File: src/rtl/rssi_kalman_distance_tracker_unit_macros.svh
// assertion macros used by the tracker back end
`ifndef RSSI_KALMAN_DISTANCE_TRACKER_UNIT_MACROS_SVH
`define RSSI_KALMAN_DISTANCE_TRACKER_UNIT_MACROS_SVH
`ifndef SYNTHESIS
// same-cycle implication, sampled on aclk, off during reset
`define RKDT_ASSERT_IMPL(label, ante, cons) \
    label: assert property (@(posedge aclk) disable iff (!aresetn) (ante) |-> (cons)) \
        else $error("rkdt assertion failed");
// next-cycle implication, sampled on aclk, off during reset
`define RKDT_ASSERT_NEXT(label, ante, cons) \
    label: assert property (@(posedge aclk) disable iff (!aresetn) (ante) |=> (cons)) \
        else $error("rkdt assertion failed");
`else
`define RKDT_ASSERT_IMPL(label, ante, cons)
`define RKDT_ASSERT_NEXT(label, ante, cons)
`endif
`endif

File: src/rtl/rkdt_pkg.sv
package rkdt_pkg;

    // number of tracked bases and index width
    localparam int BASE_COUNT = 3;
    localparam int BASE_W = (BASE_COUNT > 1) ? $clog2(BASE_COUNT) : 1;

    // result status codes
    localparam logic [2:0] ST_ACCEPT  = 3'd0;
    localparam logic [2:0] ST_SHORT   = 3'd1;
    localparam logic [2:0] ST_COMPANY = 3'd2;
    localparam logic [2:0] ST_RANGE   = 3'd3;
    localparam logic [2:0] ST_TICK    = 3'd4;

    // register indexes
    localparam logic [2:0] REG_COMPANY = 3'd0;
    localparam logic [2:0] REG_PNOISE  = 3'd1;
    localparam logic [2:0] REG_MNOISE  = 3'd2;
    localparam logic [2:0] REG_EXPON   = 3'd3;
    localparam logic [2:0] REG_TIMEOUT = 3'd4;

    // register reset values
    localparam logic [15:0] COMPANY_RESET = 16'd89;
    localparam logic [23:0] PNOISE_RESET  = 24'd655;
    localparam logic [23:0] MNOISE_RESET  = 24'd131072;
    localparam logic [10:0] EXPON_RESET   = 11'd512;
    localparam logic [31:0] TIMEOUT_RESET = 32'd5000;

    // per-base state reset values
    localparam logic signed [15:0] EST_RESET = -16'sd17920;
    localparam logic [23:0]        VAR_RESET = 24'd131072;

    // distance constants
    localparam logic [23:0] DIST_MAX      = 24'hFFFFFF;
    localparam logic [23:0] DIST_MIN_CODE = 24'd3;
    localparam logic [17:0] LOG2_10_Q16   = 18'd217706;
    localparam logic [5:0]  DIV_STEPS     = 6'd40;

    typedef struct packed {
        logic [15:0] company_id_match;
        logic [23:0] process_noise;
        logic [23:0] measurement_noise;
        logic [10:0] path_loss_exponent;
        logic [31:0] stale_timeout_ms;
    } cfg_t;

    typedef struct packed {
        logic [2:0]        status;
        logic [31:0]       time_ms;
        logic [BASE_W-1:0] base;
        logic signed [7:0] tx_power;
        logic signed [7:0] rssi;
    } item_t;

    typedef logic [15:0][30:0] root_arr_t;

    // integer square root, used at elaboration only
    function automatic logic [63:0] isqrt64(input logic [63:0] v);
        logic [63:0] n;
        logic [63:0] res;
        logic [63:0] b;
        n = v;
        res = 64'd0;
        b = 64'h4000_0000_0000_0000;
        for (int i = 0; i < 32; i++) begin
            if (n >= res + b) begin
                n = n - (res + b);
                res = (res >> 1) + b;
            end else begin
                res = res >> 1;
            end
            b = b >> 2;
        end
        return res;
    endfunction

    // roots 2^(2^-k), k = 1..16, in Q1.30
    function automatic root_arr_t make_roots();
        root_arr_t t;
        logic [63:0] r;
        r = 64'h8000_0000;
        for (int k = 0; k < 16; k++) begin
            r = isqrt64(r << 30);
            t[k] = r[30:0];
        end
        return t;
    endfunction

    localparam root_arr_t ROOTS = make_roots();

endpackage

File: src/rtl/rkdt_front.sv
module rkdt_front (
    input  logic                aclk,
    input  logic                aresetn,
    input  rkdt_pkg::cfg_t      cfg,
    input  logic                s_valid,
    output logic                s_ready,
    input  logic                s_operation,
    input  logic [31:0]         s_time_ms,
    input  logic [7:0]          s_payload_length,
    input  logic [15:0]         s_company_id,
    input  logic [7:0]          s_base_number,
    input  logic signed [7:0]   s_tx_power_1m,
    input  logic signed [7:0]   s_received_rssi,
    output logic                q_valid,
    input  logic                q_ready,
    output rkdt_pkg::item_t     q_item
);

    rkdt_pkg::item_t slot_reg [2];
    logic            wr_ptr_reg;
    logic            rd_ptr_reg;
    logic [1:0]      fill_reg;
    rkdt_pkg::item_t new_item;
    logic            push;
    logic            pop;

    // classify the incoming beat
    always_comb begin
        new_item.time_ms  = s_time_ms;
        new_item.base     = s_base_number[rkdt_pkg::BASE_W-1:0];
        new_item.tx_power = s_tx_power_1m;
        new_item.rssi     = s_received_rssi;
        if (s_operation) begin
            new_item.status = rkdt_pkg::ST_TICK;
        end else if (s_payload_length < 8'd4) begin
            new_item.status = rkdt_pkg::ST_SHORT;
        end else if (s_company_id != cfg.company_id_match) begin
            new_item.status = rkdt_pkg::ST_COMPANY;
        end else if (s_base_number >= 8'(rkdt_pkg::BASE_COUNT)) begin
            new_item.status = rkdt_pkg::ST_RANGE;
        end else begin
            new_item.status = rkdt_pkg::ST_ACCEPT;
        end
    end

    // two-entry queue toward the back end
    assign s_ready = (fill_reg != 2'd2);
    assign q_valid = (fill_reg != 2'd0);
    assign q_item  = slot_reg[rd_ptr_reg];
    assign push    = s_valid && s_ready;
    assign pop     = q_valid && q_ready;

    always_ff @(posedge aclk) begin
        if (!aresetn) begin
            wr_ptr_reg <= 1'b0;
            rd_ptr_reg <= 1'b0;
            fill_reg   <= 2'd0;
        end else begin
            if (push) begin
                wr_ptr_reg <= ~wr_ptr_reg;
            end
            if (pop) begin
                rd_ptr_reg <= ~rd_ptr_reg;
            end
            fill_reg <= fill_reg + 2'(push) - 2'(pop);
        end
    end

    // queue storage
    always_ff @(posedge aclk) begin
        if (push) begin
            slot_reg[wr_ptr_reg] <= new_item;
        end
    end

endmodule

File: config.mk
export PLATFORM = sky130hd
export DESIGN_NAME = rkdt_front
export DESIGN_NICKNAME = d
export VERILOG_FILES = /design/src/rtl/rssi_kalman_distance_tracker_unit_macros.svh /design/src/rtl/rkdt_pkg.sv /design/src/rtl/rkdt_front.sv
export SDC_FILE = /design/constraint.sdc
export NUM_CORES = 1
export LEC_CHECK = 0
export BUFFER_PORTS_ARGS = -buffer_cell sky130_fd_sc_hd__clkbuf_2
export CAP_MARGIN = 20
export CORE_ASPECT_RATIO = 0.8
export CORE_MARGIN = 2
export CORE_UTILIZATION = 44
export CTS_BUF_LIST = sky130_fd_sc_hd__clkbuf_16
export DETAILED_ROUTE_END_ITERATION = 12
export PLACE_DENSITY = 0.8
export SLEW_MARGIN = 15
export SYNTH_ARGS = -nofsm -noshare
export SYNTH_HDL_FRONTEND = slang
export SYNTH_SLANG_ARGS = --single-unit
File: constraint.sdc
create_clock -name aclk -period 4.1 [get_ports aclk]
set_input_delay 0.41 -clock aclk [delete_from_list [all_inputs] [get_ports aclk]]
set_output_delay 0.41 -clock aclk [all_outputs]
set_load 0.01 [all_outputs]
# Word-level counts from Yosys, hierarchy flattened
# Memory sizes are Yosys's and may differ from the RTL's. A register that Yosys moved wholly into a read port is not among the register bits.
# Cells that the tools add are included.
[word_totals] regBits=4 n_memories=1 ram_bits=106 input_bits=192
[op_classes] order_cmp=2 n_mux=8 n_addsub=2 n_reduce_logical=3 n_eq_ne=2 bitwise_logic=2
[memory_table] name="slot_reg" depth=2 word_bits=53 rd=1 rd_ports_with_merged_regs=1 wr=1 line_no="rkdt_front.sv:19" text="rkdt_pkg::item_t slot_reg [2];"
[op_table] op="$ne 16x16->1" n=1
[op_table] op="$ge 8x2->1 const B" n=1
[op_table] op="$lt 8x3->1 const B" n=1
[op_table] op="$mux 2" n=3
[op_table] op="$mux 1" n=4
[op_table] op="$mux 3" n=1
[op_table] op="$add 2x1->2" n=1
[op_table] op="$logic_and 1x1->1" n=2
[op_table] op="$ne 2x2->1 const B" n=1
[op_table] op="$not 1->1" n=2
[op_table] op="$reduce_bool 2->1" n=1
[op_table] op="$sub 2x1->2" n=1

# Depth between registers and ports, before layout
[depth] depth_word=5 mapped_depth=8

# Worst setup path before layout
# No wires, ideal clock.
[synth_timing] kind="register -> register" start="register fill_reg[0]" end="memory slot_reg[0][0] in the netlist's numbering (enable)" arrival_time_ps=2855 n_path_buf=0 slack_ps=781 setup_time_ps=464 stages_incl_launch_ff=4 cell_sequence="dfxtp_1 > nand2b_1 > nand2_1 > nor2_1"
[synth_via] elab_chain_cells=4
[synth_rtl] item="start, declared" line_no="rkdt_front.sv:22" text="logic [1:0] fill_reg;"
[synth_rtl] item="start signal, assigned" line_no="rkdt_front.sv:65" text="fill_reg <= fill_reg + 2'(push) - 2'(pop);"
[synth_rtl] item="$ne 2x2->1" line_no="rkdt_front.sv:47" text="assign s_ready = (fill_reg != 2'd2);"
[synth_rtl] item="named net s_ready" line_no="rkdt_front.sv:6" text="output logic s_ready,"
[synth_rtl] item="$logic_and 1x1->1" line_no="rkdt_front.sv:50" text="assign push = s_valid && s_ready;"
[synth_rtl] item="$mux 1" line_no="rkdt_front.sv:71" text="if (push) begin"
[synth_rtl] item="$mux 1 (implied by the code)" line_no="rkdt_front.sv:72" text="slot_reg[wr_ptr_reg] <= new_item;"
[synth_rtl] item="end, declared" line_no="rkdt_front.sv:19"
# The timed path passes the listed nets, and every way through them passes these cells.

==> flow_metrics.tcl <==
set metrics [dict create \
    p_seq_frac 0.489 \
    synth_edf_count 106 \
    hpwl_um 5580 \
    synth_flop_cell "edfxtp_1" \
    power_leakage_nw 2.13 \
    track_usage 0.147 \
    syn_inst 217 \
    cts_hold_buf 0 \
    drt_iter0_markers 81 \
    worstPathRequired_ns 3.69 \
    min_period_over_period 0.610 \
    pwr-share-clk 0.268 \
    clk_pin_slew_ns 0.08 \
    synth_seq_cells 111 \
    ys_types 22 \
    setup_violations 0 \
    cts_setup_buffers 0 \
    synth_commonest_cells "edfxtp_1, mux2_2, xnor2_1, buf_2, dfxtp_1" \
    ys_seq_area_frac 0.766 \
    holdCritPathClass "primary input to flop" \
    root_buffer "clkbuf_16" \
    grt-ovfl-total 0 \
    antennaDiodeCount 0 \
    grt_max_degree 34 \
    syn_area_per_cell_um2 19.7 \
    worstReg2RegEnd "slot_reg[0][18]" \
    critPathLaunchType "flop" \
    wl_um 7760 \
    arrival_ns 2.09 \
    place.gp.congestion 0.702 \
    synth_most_common_cell "edfxtp_1" \
    die_h_um 92.3 \
    finClkSkew_ns 0.00410 \
    slew_viol_final 0 \
    period_needed_ns 2.50 \
    clk_path_buf_depth 2 \
    ys_warn_count 0 \
    drv_cap 0 \
    p_sw_frac 0.278 \
    end_kind "primary output" \
    power_density_nw_per_um2 563 \
    clock-sinks 111 \
    drive_gt1_frac 0.603 \
    largest_register_ffs 106 \
    numCtsBuffers 9 \
    vias 2449 \
    rsz0062_at_grt "no" \
    dieWidth_um 114 \
    maxSlewHeadroom 0.376 \
    setup.worst_path.end "q_item[9]" \
    fmax_mhz 400 \
    p_switching_mw 0.859 \
    utilization 0.574 \
    cts_tree "built" \
    antenna_found_initial 0 \
    io_buffers 153 \
    worstRegToRegCells 4 \
    grt_pass1_wl_um 11600 \
    nets 572 \
    insertion_delay_ns 0.33 \
    ios 247 \
    finalHoldViolations 0 \
    h-tree-depth 3 \
    yosys.area.top_type_share 0.743 \
    syn_area_um2 4280 \
    cts_resized 0 \
    peakVddDrop_v 0.000215 \
    fp.coreArea_um2 9570 \
    worstHoldStart "s_time_ms[26]" \
    wl_per_cell_um 15.5 \
    ys_top_cells_by_area "edfxtp_1, mux2_2, xnor2_1" \
    async_flop_share 0 \
    rows 32 \
    syn_nets 411 \
    worst_slew_pin_slew_ns 0.935 \
    vias_per_cell 4.88 \
    initial_core_util 0.448 \
    drt_first_pass_iters 4 \
    finalSetupTns_ns 0 \
    final_antenna_net_count 0 \
    internal-power_mw 2.23 \
    cp_max_fo 28 \
    rrSetupSlack_ns 1.92 \
    grt_pass1_vias 2490 \
    syn2layout_area_growth_pct 28.2 \
    drc 0 \
    synth.largest_area_cell "edfxtp_1" \
    pwr-share-comb 0.242 \
    crit_type "flop to primary output" \
    crit-reg2reg-launch "fill_reg[0]" \
    status "complete, no violations" \
    dieArea_um2 10500 \
]
stage by stage:
| step | hold WS, ns | cell area (um^2) | power, mW | cells | worst slack (ns) |
|---|---|---|---|---|---|
| detailed placement | 0.537 | 5200 | 2.31 | 486 | 1.86 |
| finish | 0.259 | 5490 | 3.09 | 502 | 1.60 |
| global placement | 0.519 | 5200 | 2.28 | 486 | 1.90 |
| floorplan | 0.504 | 4280 | 2.00 | 217 | 0.781 |
| CTS | 0.249 | 5490 | 3.14 | 502 | 1.52 |
| global route | 0.242 | 5490 | 3.24 | 502 | 1.44 |
worst min-delay path by stage:
stage | end | slack (ns) | depth (start not counted)
finish | slot_reg[1][44] | 0.26 | 1
global route | slot_reg[1][47] | 0.24 | 1
floorplan | flop | 0.50 | 2
detailed placement | flop | 0.54 | 2
global placement | flop | 0.52 | 2
CTS | slot_reg[1][9] | 0.25 | 1
power groups by stage:
stage / Clock (mW) / Sequential (mW) / Combinational [mW]
after detailed placement: 0 / 1.55 / 0.762
after global placement: 0 / 1.53 / 0.748
after global routing: 0.895 / 1.53 / 0.813
final: 0.830 / 1.51 / 0.750
after floorplan: 0 / 1.50 / 0.497
after CTS: 0.852 / 1.52 / 0.766
routing by layer:
metal,track usage,vias up,share of wire
li1,-,1168,-
met1,0.154,1157,0.39
met2,0.276,119,0.52
met3,0.0555,5,0.081
met4,0.0366,0,0.0054
met5,0,-,0
cells by family after synthesis:
group | Yosys count | share of synthesized area
adders and majority gates | 2 | 0.00584
AOI/OAI and AO/OA | 3 | 0.0105
xor gates and xnor gates | 20 | 0.0409
and+or+nand+nor | 21 | 0.0295
DFF | 111 | 0.766
buffers and inverters | 7 | 0.00759
muxes | 53 | 0.139
cells in the final DEF (no fill, tap or decap), types with 2 or more instances in the layout:
master,netlist,final
xnor2_1,20,20
buf_4,0,3
inv_6,0,4
edfxtp_1,106,106
ha_1,2,2
dfxtp_1,5,4
nor2b_1,2,2
nand4_1,4,4
mux2_2,53,53
nand2_1,2,2
clkbuf_2,0,153
clkbuf_16,0,9
and2_1,4,4
nor4_1,2,2
layout make-up:
class,instances,area [um^2]
Fill cell,768,4080
Sequential cell,111,3280
Multi-Input combinational cell,99,977
Timing Repair Buffer,156,788
Clock buffer,9,225
Tap cell,119,149
Clock inverter,7,63.8
Inverter,1,3.75
worst max-delay path, stage by stage, from the launching register on:
cell	delay [ns]
dfxtp_2	0.78
buf_4	0.44
mux2_2	0.38
clkbuf_2	0.14
Power figures use the tool's default switching activity.
